[src/hdl/mst_pkg.sv]
// Types and constants of the multi-slot tick scheduler.
// No dependencies; used by the interfaces, all modules and the checker.
package mst_pkg;

	localparam int OP_W     = 3;
	localparam int SLOT_W   = 4;
	localparam int PERIOD_W = 16;
	localparam int FIRE_W   = 8;
	localparam int TICK_W   = 32;

	typedef enum logic [OP_W-1:0] {
		OP_TICK       = 3'd0,
		OP_SCAN       = 3'd1,
		OP_ALLOC      = 3'd2,
		OP_START      = 3'd3,
		OP_STOP       = 3'd4,
		OP_SET_PERIOD = 3'd5,
		OP_GET_PERIOD = 3'd6
	} op_t;

	typedef enum logic [2:0] {
		ST_IDLE,
		ST_EXEC,
		ST_SCAN_RD,
		ST_SCAN_WB,
		ST_GET_WAIT,
		ST_DONE
	} state_t;

	typedef struct packed {
		logic [FIRE_W-1:0]   fire_mask;
		logic [SLOT_W-1:0]   slot_out;
		logic [PERIOD_W-1:0] period_out;
		logic                ok;
	} res_t;

	typedef struct packed {
		logic rd_en;
		logic nf_we;
		logic per_we;
	} mem_ctl_t;

endpackage

[src/hdl/mst_if.sv]
// Handshake interfaces for the scheduler's request and result channels.
// Depends on mst_pkg for the field widths.
interface mst_req_if import mst_pkg::*; ();
	logic                valid;
	logic                ready;
	logic [OP_W-1:0]     op;
	logic [SLOT_W-1:0]   slot;
	logic [PERIOD_W-1:0] period;

	modport source (output valid, op, slot, period, input ready);
	modport sink (input valid, op, slot, period, output ready);
endinterface

interface mst_rsp_if import mst_pkg::*; ();
	logic                valid;
	logic                ready;
	logic [FIRE_W-1:0]   fire_mask;
	logic [SLOT_W-1:0]   slot_out;
	logic [PERIOD_W-1:0] period_out;
	logic                ok;

	modport source (output valid, fire_mask, slot_out, period_out, ok, input ready);
	modport sink (input valid, fire_mask, slot_out, period_out, ok, output ready);
endinterface

[src/hdl/mst_slot_mem.sv]
// Per-slot storage: next-fire tick and period, one synchronous read port.
// Depends on mst_pkg for widths and the memory control struct.
module mst_slot_mem import mst_pkg::*; #(
	parameter int DEPTH = 8,
	parameter int AW    = 3
) (
	input  logic                clk,
	input  mem_ctl_t            ctl,
	input  logic [AW-1:0]       rd_addr,
	input  logic [AW-1:0]       wr_addr,
	input  logic [TICK_W-1:0]   nf_wdata,
	input  logic [PERIOD_W-1:0] per_wdata,
	output logic [TICK_W-1:0]   nf_rdata,
	output logic [PERIOD_W-1:0] per_rdata
);

	logic [TICK_W-1:0]   nf_mem  [DEPTH];
	logic [PERIOD_W-1:0] per_mem [DEPTH];

	always_ff @(posedge clk) begin
		if (ctl.nf_we) begin
			nf_mem[wr_addr] <= nf_wdata;
		end
		if (ctl.rd_en) begin
			nf_rdata <= nf_mem[rd_addr];
		end
	end

	always_ff @(posedge clk) begin
		if (ctl.per_we) begin
			per_mem[wr_addr] <= per_wdata;
		end
		if (ctl.rd_en) begin
			per_rdata <= per_mem[rd_addr];
		end
	end

endmodule

[src/hdl/mst_ctrl.sv]
// Sequencer of the scheduler: op decode, tick counter, slot flags and the
// slot-by-slot scan over the slot memory. Depends on mst_pkg.
module mst_ctrl import mst_pkg::*; #(
	parameter int SLOTS = 8,
	parameter int AW    = 3
) (
	input  logic                clk,
	input  logic                arst_n,
	input  logic                in_valid,
	output logic                in_ready,
	input  logic [OP_W-1:0]     in_op,
	input  logic [SLOT_W-1:0]   in_slot,
	input  logic [PERIOD_W-1:0] in_period,
	output logic                res_valid,
	input  logic                res_ready,
	output res_t                res,
	output mem_ctl_t            mem_ctl,
	output logic [AW-1:0]       rd_addr,
	output logic [AW-1:0]       wr_addr,
	output logic [TICK_W-1:0]   nf_wdata,
	output logic [PERIOD_W-1:0] per_wdata,
	input  logic [TICK_W-1:0]   nf_rdata,
	input  logic [PERIOD_W-1:0] per_rdata
);

	state_t              state_q, state_d;
	logic [OP_W-1:0]     op_q;
	logic [SLOT_W-1:0]   slot_q;
	logic [PERIOD_W-1:0] period_q;
	logic [TICK_W-1:0]   tick_q;
	logic [SLOTS-1:0]    used_q;
	logic [SLOTS-1:0]    run_q;
	logic [AW-1:0]       idx_q;
	res_t                res_q;

	logic          slot_ok;
	logic [AW-1:0] slot_a;
	logic          pick_found;
	logic [AW-1:0] pick_a;
	logic          fire;
	logic          last_idx;
	res_t          res_exec;

	assign slot_a  = slot_q[AW-1:0];
	assign slot_ok = ({1'b0, slot_q} < (SLOT_W+1)'(SLOTS)) && used_q[slot_a];

	// Highest free slot wins.
	always_comb begin
		pick_found = 1'b0;
		pick_a     = '0;
		for (int i = 0; i < SLOTS; i++) begin
			if (!used_q[i]) begin
				pick_found = 1'b1;
				pick_a     = AW'(i);
			end
		end
	end

	assign fire     = used_q[idx_q] && run_q[idx_q] && (tick_q >= nf_rdata);
	assign last_idx = (idx_q == AW'(SLOTS - 1));

	// Result of the execute cycle; scan and get period fill in the rest later.
	always_comb begin
		res_exec = '0;
		case (op_t'(op_q)) inside
			OP_TICK, OP_SCAN: res_exec.ok = 1'b1;
			OP_ALLOC: begin
				res_exec.ok       = pick_found;
				res_exec.slot_out = pick_found ? SLOT_W'(pick_a) : '0;
			end
			OP_START, OP_STOP, OP_SET_PERIOD: res_exec.ok = slot_ok;
			default: ;
		endcase
	end

	always_comb begin
		state_d = state_q;
		unique case (state_q)
			ST_IDLE: begin
				if (in_valid) begin
					state_d = ST_EXEC;
				end
			end
			ST_EXEC: begin
				unique case (op_t'(op_q))
					OP_SCAN:       state_d = ST_SCAN_RD;
					OP_GET_PERIOD: state_d = slot_ok ? ST_GET_WAIT : ST_DONE;
					default:       state_d = ST_DONE;
				endcase
			end
			ST_SCAN_RD:  state_d = ST_SCAN_WB;
			ST_SCAN_WB:  state_d = last_idx ? ST_DONE : ST_SCAN_RD;
			ST_GET_WAIT: state_d = ST_DONE;
			ST_DONE: begin
				if (res_ready) begin
					state_d = ST_IDLE;
				end
			end
			default: state_d = ST_IDLE;
		endcase
	end

	always_comb begin
		in_ready  = (state_q == ST_IDLE);
		res_valid = (state_q == ST_DONE);
		mem_ctl   = '0;
		rd_addr   = (state_q == ST_EXEC) ? slot_a : idx_q;
		wr_addr   = slot_a;
		nf_wdata  = '0;
		per_wdata = period_q;
		unique case (state_q)
			ST_EXEC: begin
				unique case (op_t'(op_q))
					OP_ALLOC: begin
						mem_ctl.per_we = pick_found;
						wr_addr        = pick_a;
					end
					OP_START:      mem_ctl.nf_we  = slot_ok;
					OP_SET_PERIOD: mem_ctl.per_we = slot_ok;
					OP_GET_PERIOD: mem_ctl.rd_en  = slot_ok;
					default: ;
				endcase
			end
			ST_SCAN_RD: mem_ctl.rd_en = 1'b1;
			ST_SCAN_WB: begin
				mem_ctl.nf_we = fire;
				wr_addr       = idx_q;
				nf_wdata      = nf_rdata + TICK_W'(per_rdata);
			end
			default: ;
		endcase
	end

	always_ff @(posedge clk or negedge arst_n) begin
		if (!arst_n) begin
			state_q <= ST_IDLE;
			tick_q  <= '0;
			used_q  <= '0;
			run_q   <= '0;
			idx_q   <= '0;
		end else begin
			state_q <= state_d;
			if (state_q == ST_EXEC) begin
				idx_q <= '0;
				case (op_t'(op_q))
					OP_TICK: tick_q <= tick_q + 1'b1;
					OP_ALLOC: begin
						if (pick_found) begin
							used_q[pick_a] <= 1'b1;
							run_q[pick_a]  <= 1'b0;
						end
					end
					OP_START: begin
						if (slot_ok) begin
							run_q[slot_a] <= 1'b1;
						end
					end
					OP_STOP: begin
						if (slot_ok) begin
							run_q[slot_a] <= 1'b0;
						end
					end
					default: ;
				endcase
			end else if (state_q == ST_SCAN_WB && !last_idx) begin
				idx_q <= idx_q + 1'b1;
			end
		end
	end

	always_ff @(posedge clk) begin
		if (in_valid && in_ready) begin
			op_q     <= in_op;
			slot_q   <= in_slot;
			period_q <= in_period;
		end
		case (state_q)
			ST_EXEC: res_q <= res_exec;
			ST_SCAN_WB: begin
				// Slots beyond the mask width still advance but are not reported.
				for (int b = 0; b < FIRE_W; b++) begin
					if (fire && int'(idx_q) == b) begin
						res_q.fire_mask[b] <= 1'b1;
					end
				end
			end
			ST_GET_WAIT: begin
				res_q.period_out <= per_rdata;
				res_q.ok         <= 1'b1;
			end
			default: ;
		endcase
	end

	assign res = res_q;

endmodule

[src/hdl/multi_slot_tick_scheduler.sv]
// Channel   Dir  Fields                                   Beat taken when
// req       in   op[2:0] slot[3:0] period[15:0]           req.valid && req.ready
// rsp       out  fire_mask[7:0] slot_out[3:0]             rsp.valid && rsp.ready
//                period_out[15:0] ok
//
// One request is processed at a time. Tick, allocate, start, stop, set period,
// the unused op code and a get period on an invalid slot go from the execute
// state straight to the done state, a get period on an allocated slot passes a
// wait state for the memory read, and scan alternates a read and a write-back
// state per slot because the slot memory has a single read port. Reset is
// asynchronous and active low; it clears the tick counter and the allocated
// and running flags, while the slot memory holds no reset value and its words
// are only used for slots that were written before.
// A stalled result sits in the output register while the next request beat
// is already taken; that request waits in its final state until the register
// frees up.
//
// Top level of the multi-slot tick scheduler. Depends on mst_pkg, mst_if,
// mst_slot_mem and mst_ctrl.
module multi_slot_tick_scheduler import mst_pkg::*; #(
	parameter int SLOTS = 8
) (
	input  logic          clk,
	input  logic          arst_n,
	mst_req_if.sink       req,
	mst_rsp_if.source     rsp
);

	// Slot address width; a single slot still gets a one-bit address.
	localparam int AW = (SLOTS > 1) ? $clog2(SLOTS) : 1;

	mem_ctl_t            mem_ctl;
	logic [AW-1:0]       rd_addr;
	logic [AW-1:0]       wr_addr;
	logic [TICK_W-1:0]   nf_wdata;
	logic [PERIOD_W-1:0] per_wdata;
	logic [TICK_W-1:0]   nf_rdata;
	logic [PERIOD_W-1:0] per_rdata;

	logic res_valid;
	logic res_ready;
	res_t res;

	logic out_valid_q;
	res_t out_q;

	// The sequencer owns the tick counter, the flags and the scan order; all
	// per-slot words live in the memory and are read the cycle before their use.
	mst_ctrl #(
		.SLOTS (SLOTS),
		.AW    (AW)
	) u_ctrl (
		.clk       (clk),
		.arst_n    (arst_n),
		.in_valid  (req.valid),
		.in_ready  (req.ready),
		.in_op     (req.op),
		.in_slot   (req.slot),
		.in_period (req.period),
		.res_valid (res_valid),
		.res_ready (res_ready),
		.res       (res),
		.mem_ctl   (mem_ctl),
		.rd_addr   (rd_addr),
		.wr_addr   (wr_addr),
		.nf_wdata  (nf_wdata),
		.per_wdata (per_wdata),
		.nf_rdata  (nf_rdata),
		.per_rdata (per_rdata)
	);

	mst_slot_mem #(
		.DEPTH (SLOTS),
		.AW    (AW)
	) u_mem (
		.clk       (clk),
		.ctl       (mem_ctl),
		.rd_addr   (rd_addr),
		.wr_addr   (wr_addr),
		.nf_wdata  (nf_wdata),
		.per_wdata (per_wdata),
		.nf_rdata  (nf_rdata),
		.per_rdata (per_rdata)
	);

	// Output register: loads whenever it is empty or its beat leaves now.
	assign res_ready = !out_valid_q || rsp.ready;

	always_ff @(posedge clk or negedge arst_n) begin
		if (!arst_n) begin
			out_valid_q <= 1'b0;
		end else if (res_ready) begin
			out_valid_q <= res_valid;
		end
	end

	always_ff @(posedge clk) begin
		if (res_ready && res_valid) begin
			out_q <= res;
		end
	end

	assign rsp.valid      = out_valid_q;
	assign rsp.fire_mask  = out_q.fire_mask;
	assign rsp.slot_out   = out_q.slot_out;
	assign rsp.period_out = out_q.period_out;
	assign rsp.ok         = out_q.ok;

endmodule

[src/flat_wrapper.sv]
// flat-port wrapper written by rule: the top's interface ports become plain ports
module multi_slot_tick_scheduler_flat import mst_pkg::*;
#(
	parameter int SLOTS = 8
)
  (clk, arst_n, req_valid, req_op, req_slot, req_period, req_ready, rsp_valid, rsp_fire_mask, rsp_slot_out, rsp_period_out, rsp_ok, rsp_ready);
  mst_req_if req_i ();
  mst_rsp_if rsp_i ();
  input  logic clk;
  input  logic arst_n;
  input wire logic [$bits(req_i.valid)-1:0] req_valid;
  input wire logic [$bits(req_i.op)-1:0] req_op;
  input wire logic [$bits(req_i.slot)-1:0] req_slot;
  input wire logic [$bits(req_i.period)-1:0] req_period;
  output wire logic [$bits(req_i.ready)-1:0] req_ready;
  output wire logic [$bits(rsp_i.valid)-1:0] rsp_valid;
  output wire logic [$bits(rsp_i.fire_mask)-1:0] rsp_fire_mask;
  output wire logic [$bits(rsp_i.slot_out)-1:0] rsp_slot_out;
  output wire logic [$bits(rsp_i.period_out)-1:0] rsp_period_out;
  output wire logic [$bits(rsp_i.ok)-1:0] rsp_ok;
  input wire logic [$bits(rsp_i.ready)-1:0] rsp_ready;
  assign req_i.valid = req_valid;
  assign req_i.op = req_op;
  assign req_i.slot = req_slot;
  assign req_i.period = req_period;
  assign req_ready = req_i.ready;
  assign rsp_valid = rsp_i.valid;
  assign rsp_fire_mask = rsp_i.fire_mask;
  assign rsp_slot_out = rsp_i.slot_out;
  assign rsp_period_out = rsp_i.period_out;
  assign rsp_ok = rsp_i.ok;
  assign rsp_i.ready = rsp_ready;
  multi_slot_tick_scheduler #(.SLOTS(SLOTS)) u_core (.clk(clk), .arst_n(arst_n), .req(req_i), .rsp(rsp_i));
endmodule
[config.mk]
export PLATFORM = sky130hd
export DESIGN_NAME = multi_slot_tick_scheduler_flat
export DESIGN_NICKNAME = d
export VERILOG_FILES = /design/src/hdl/mst_pkg.sv /design/src/hdl/mst_if.sv /design/src/hdl/mst_slot_mem.sv /design/src/hdl/mst_ctrl.sv /design/src/hdl/multi_slot_tick_scheduler.sv /design/src/flat_wrapper.sv
export SDC_FILE = /design/constraint.sdc
export NUM_CORES = 1
export LEC_CHECK = 0
export ABC_CLOCK_PERIOD_IN_PS = 10400
export BUFFER_PORTS_ARGS = -buffer_cell sky130_fd_sc_hd__buf_2
export CAP_MARGIN = 20
export CORE_MARGIN = 2
export CORE_UTILIZATION = 55
export CTS_BUF_LIST = sky130_fd_sc_hd__clkbuf_4 sky130_fd_sc_hd__clkbuf_8
export CTS_CLUSTER_SIZE = 40
export DETAILED_ROUTE_END_ITERATION = 8
export PLACE_DENSITY_LB_ADDON = 0.08
export SYNTH_ARGS = -nofsm -noshare
export SYNTH_HDL_FRONTEND = slang
export SYNTH_SLANG_ARGS = --single-unit
[constraint.sdc]
create_clock -name clk -period 10.4 [get_ports clk]
set_clock_uncertainty 0.2 [all_clocks]
set_input_delay 0 -clock clk [delete_from_list [all_inputs] [get_ports clk]]
set_output_delay 0 -clock clk [all_outputs]
set_load 0.1 [all_outputs]
==> impl_metrics.sql <==
INSERT INTO impl_metrics (metric_group, metric, value, unit) VALUES
('run_status', 'outcome', 'finished clean', ''),
('pwr', 'swShare', '0.307', ''),
('routing', 'vias_per_cell', '5.85', ''),
('cells_and_area', 'final_cell_mix', 'sky130_fd_sc_hd__edfxtp_1 (511), sky130_fd_sc_hd__mux4_2 (97), sky130_fd_sc_hd__clkbuf_8 (90), sky130_fd_sc_hd__nand2_1 (81), sky130_fd_sc_hd__buf_2 (57)', ''),
('critical_path', 'critical_path_required', '10.61', 'ns'),
('die', 'die_height', '212', 'um'),
('die', 'io_pins', '58', ''),
('die', 'floorplan.die.width', '212', 'um'),
('routing', 'postRouteWirelength', '51100', 'um'),
('synth', 'post_synth_num_cell_types', '69', ''),
('synth', 'post_synth.cell_area_avg', '17.0', 'um2'),
('cells_and_area', 'most_common_cell_after_layout_fill_and_taps_aside', 'sky130_fd_sc_hd__edfxtp_1', ''),
('timing', 'setup_viol', '0', ''),
('global_routing', 'vias_in_the_first_global_route', '13100', ''),
('routing', 'wl_per_cell', '22.9', 'um'),
('pwr', 'power_density_normalized_to_cell_area', '236', 'nW/um2'),
('timing', 'final_min_period_over_clock_period', '0.432', ''),
('clocking', 'clock_tree.htree_level_count', '3', ''),
('pwr', 'vdd_drop_max', '0.000193', 'V'),
('timing', 'layout_setup_ws', '5.90', 'ns'),
('critical_path', 'critical_path.endpoint_type', 'register', ''),
('synth', 'syn-instance-count', '1397', ''),
('hold_path', 'hold_class', 'in -> reg', ''),
('synth', 'combined_area_of_all_synthesized_cells', '23800', 'um2'),
('cells_and_area', 'diodes', '0', ''),
('global_routing', 'global_route.overflow_total', '0', ''),
('critical_path', 'critPathLaunchType', 'register', ''),
('critical_path', 'critPathKind', 'reg -> reg', ''),
('timing', 'slew_headroom', '0.319', ''),
('critical_path', 'path_cells', 'or3_4 -> clkinv_2 -> nor2_1 -> a21oi_4 -> buf_4 -> mux4_2 -> mux2_2', ''),
('pwr', 'power.clock.fraction', '0.305', ''),
('clocking', 'cts.repair_timing.setup_buffer_count', '0', ''),
('placed_design', 'dpl.hpwl', '30100', 'um'),
('timing', 'worst_pin_slew', '1.01', 'ns'),
('die', 'die_area', '44900', 'um2'),
('placed_design', 'post-place-cells', '2016', ''),
('clocking', 'cts.repair.resized', '0', ''),
('hold_path', 'hold_path_cell_cnt', '4', ''),
('cells_and_area', 'areaGrowthSynthToFinish', '14.7', '%'),
('global_routing', 'track_usage', '0.236', ''),
('global_routing', 'largest_net_degree_at_the_start_of_global_routing', '62', ''),
('clocking', 'clk_pin_slew_worst_paths', '0.06', 'ns'),
('cells_and_area', 'layoutNonFillerInstCount', '2234', ''),
('critical_path', 'cp_num_buf_inv', '2', ''),
('timing', 'grt_setup_unrepaired', 'false', ''),
('pwr', 'power.combinational.fraction', '0.245', ''),
('global_routing', 'grt_antenna_before_repair', '0', ''),
('global_routing', 'first_pass_grt_wire_length', '78100', 'um'),
('synth', 'synth-edff-count', '511', ''),
('routing', 'detail_route.first_pass.iterations', '5', ''),
('synth', 'synthesis.nets', '1480', ''),
('synth', 'yosysSeqAreaShare', '0.703', ''),
('pwr', 'p_leak', '0.00952', 'uW'),
('clocking', 'hold_buffers', '50', ''),
('clocking', 'cts_buffer_depth', '3', ''),
('clocking', 'root_buffer', 'sky130_fd_sc_hd__clkbuf_8', ''),
('critical_path', 'crit_path_max_fanout', '48', ''),
('placed_design', 'pre_cts_slack', '5.84', 'ns'),
('placed_design', 'io_buffers', '56', ''),
('critical_path', 'critical-path-top-delay-family', 'buffers and inverters', ''),
('die', 'initial_utilization', '0.554', ''),
('synth', 'asyncSetResetFlopFracSynth', '0.0972', ''),
('run', 'timing.max_cap.violations', '0', ''),
('timing', 'drv_slew', '0', ''),
('timing', 'final_hold_viol_count', '0', ''),
('clocking', 'clock_insertion_delay_worst_skew', '0.68', 'ns'),
('synth', 'ys_ff_latch', '566', ''),
('die', 'row_count', '76', ''),
('synth', 'yosysWarnings', '0', ''),
('clocking', 'clock_sink_count', '566', ''),
('critical_path', 'worst_r2r_path_depth', '7', '');
-- through the flow --
stage,total power (uW),instance area [um2],utilization
global route,6720,27300,0.636
CTS,6500,27200,0.635
finish,6440,27300,0.636
floorplan,4170,23800,-
detailed placement,4520,24900,0.580
global placement,4500,24900,0.580
-- synthesized netlist by cell type (4+ instances only) --
cell	n	area (um2)
sky130_fd_sc_hd__a211oi_1	14	105
sky130_fd_sc_hd__a21boi_0	4	30.0
sky130_fd_sc_hd__a21o_1	7	52.6
sky130_fd_sc_hd__a21oi_1	53	265
sky130_fd_sc_hd__a21oi_2	4	35.0
sky130_fd_sc_hd__a22oi_1	4	30.0
sky130_fd_sc_hd__a311o_1	4	40.0
sky130_fd_sc_hd__a31oi_1	8	50.1
sky130_fd_sc_hd__and2_1	19	119
sky130_fd_sc_hd__and3_1	20	125
sky130_fd_sc_hd__and4_1	9	78.8
sky130_fd_sc_hd__buf_2	16	80.1
sky130_fd_sc_hd__buf_6	6	67.6
sky130_fd_sc_hd__clkbuf_1	26	97.6
sky130_fd_sc_hd__dfrtp_1	55	1380
sky130_fd_sc_hd__edfxtp_1	511	15300
sky130_fd_sc_hd__ha_1	55	688
sky130_fd_sc_hd__inv_1	41	154
sky130_fd_sc_hd__mux2_2	49	552
sky130_fd_sc_hd__mux2i_1	11	110
sky130_fd_sc_hd__mux4_2	97	2180
sky130_fd_sc_hd__nand2_1	81	304
sky130_fd_sc_hd__nand2b_1	6	37.5
sky130_fd_sc_hd__nand3_1	25	125
sky130_fd_sc_hd__nand4_1	21	131
sky130_fd_sc_hd__nand4b_1	4	35.0
sky130_fd_sc_hd__nor2_1	56	210
sky130_fd_sc_hd__nor2b_1	4	25.0
sky130_fd_sc_hd__nor3_1	20	100
sky130_fd_sc_hd__nor3b_1	7	52.6
sky130_fd_sc_hd__o211ai_1	6	45.0
sky130_fd_sc_hd__o21a_1	8	60.1
sky130_fd_sc_hd__o21ai_0	41	205
sky130_fd_sc_hd__o22ai_1	4	25.0
sky130_fd_sc_hd__o31ai_1	9	67.6
sky130_fd_sc_hd__or2_2	4	25.0
sky130_fd_sc_hd__or4_1	4	30.0
sky130_fd_sc_hd__xnor2_1	29	254
sky130_fd_sc_hd__xor2_1	10	87.6
-- final timing paths --
| path | start | endpoint | slack (ns) |
|---|---|---|---|
| max in group asynchronous | arst_n | u_core.u_ctrl.tick_q[23] | 8.80 |
| min in group asynchronous | arst_n | u_core.u_ctrl.run_q[1] | 0.17 |
| min reg2reg | u_core.u_ctrl.res[14] | u_core.rsp.period_out[13] | 0.22 |
| max | u_core.u_ctrl.state_q[1] | u_core.u_mem.nf_rdata[18] | 5.90 |
| max reg2reg | u_core.u_ctrl.state_q[1] | u_core.u_mem.nf_rdata[18] | 5.90 |
| min | rsp_ready | u_core.rsp.valid | 0.06 |
-- per-layer routing --
layer	up-vias	track usage	share of wire
met4	0	0.0729	0.021
met1	6687	0.346	0.46
met3	77	0.0448	0.054
li1	5906	-	-
met2	404	0.363	0.47
met5	-	0	0
-- worst register-to-register path, cell delays in order (launching register included) --
cell and delay [ns]:
sky130_fd_sc_hd__dfrtp_1 0.57, sky130_fd_sc_hd__or3_4 0.53, sky130_fd_sc_hd__clkinv_2 0.25, sky130_fd_sc_hd__nor2_1 0.11
sky130_fd_sc_hd__a21oi_4 0.75, sky130_fd_sc_hd__buf_4 0.92, sky130_fd_sc_hd__mux4_2 0.63, sky130_fd_sc_hd__mux2_2 0.27
-- logic make-up (layout without fill, tap and decap cells) --
kind of cell | count (synthesis) | count (layout) | share of synthesized area
DFF | 566 | 566 | 0.703
and+or+nand+nor | 293 | 293 | 0.0632
AOI/OAI and AO/OA | 189 | 189 | 0.0512
muxes | 157 | 157 | 0.120
buffers and inverters | 96 | 348 | 0.0181
adders and majority gates | 56 | 56 | 0.0298
xor gates and xnor gates | 39 | 39 | 0.0144
other | 1 | 1 | 0.000158
-- sequential cells by signal, summed over array words and instances (netlist names), 4 cells and up --
name / flops
u_core.u_ctrl.res: 28
u_core.rsp.fire_mask: 8
u_core.rsp.period_out: 16
u_core.u_mem.per_mem: 128
u_core.u_mem.per_rdata: 16
u_core.u_ctrl.per_wdata: 16
u_core.u_ctrl.run_q: 8
u_core.u_ctrl.used_q: 8
u_core.u_mem.nf_mem: 256
u_core.u_mem.nf_rdata: 32
u_core.u_ctrl.tick_q: 32
u_core.u_ctrl.slot_q: 4
-- final cells by class --
type,count,area (um2)
tap,585,732
multi-input combinational,735,6750
inverter,46,174
sequential,566,16700
clock buffer,108,1370
fill,3049,15600
clock inverter,59,505
timing repair buffer,135,996
-- power by group through the flow --
stage / registers (uW) / logic [uW] / clock network (uW)
after floorplan: 3110 / 1060 / 0
after global placement: 2940 / 1560 / 0
after detailed placement: 2940 / 1580 / 0
after CTS: 2900 / 1600 / 2010
after global routing: 2920 / 1700 / 2100
final: 2900 / 1580 / 1960
No activity file was read; power rests on OpenSTA's default activity.
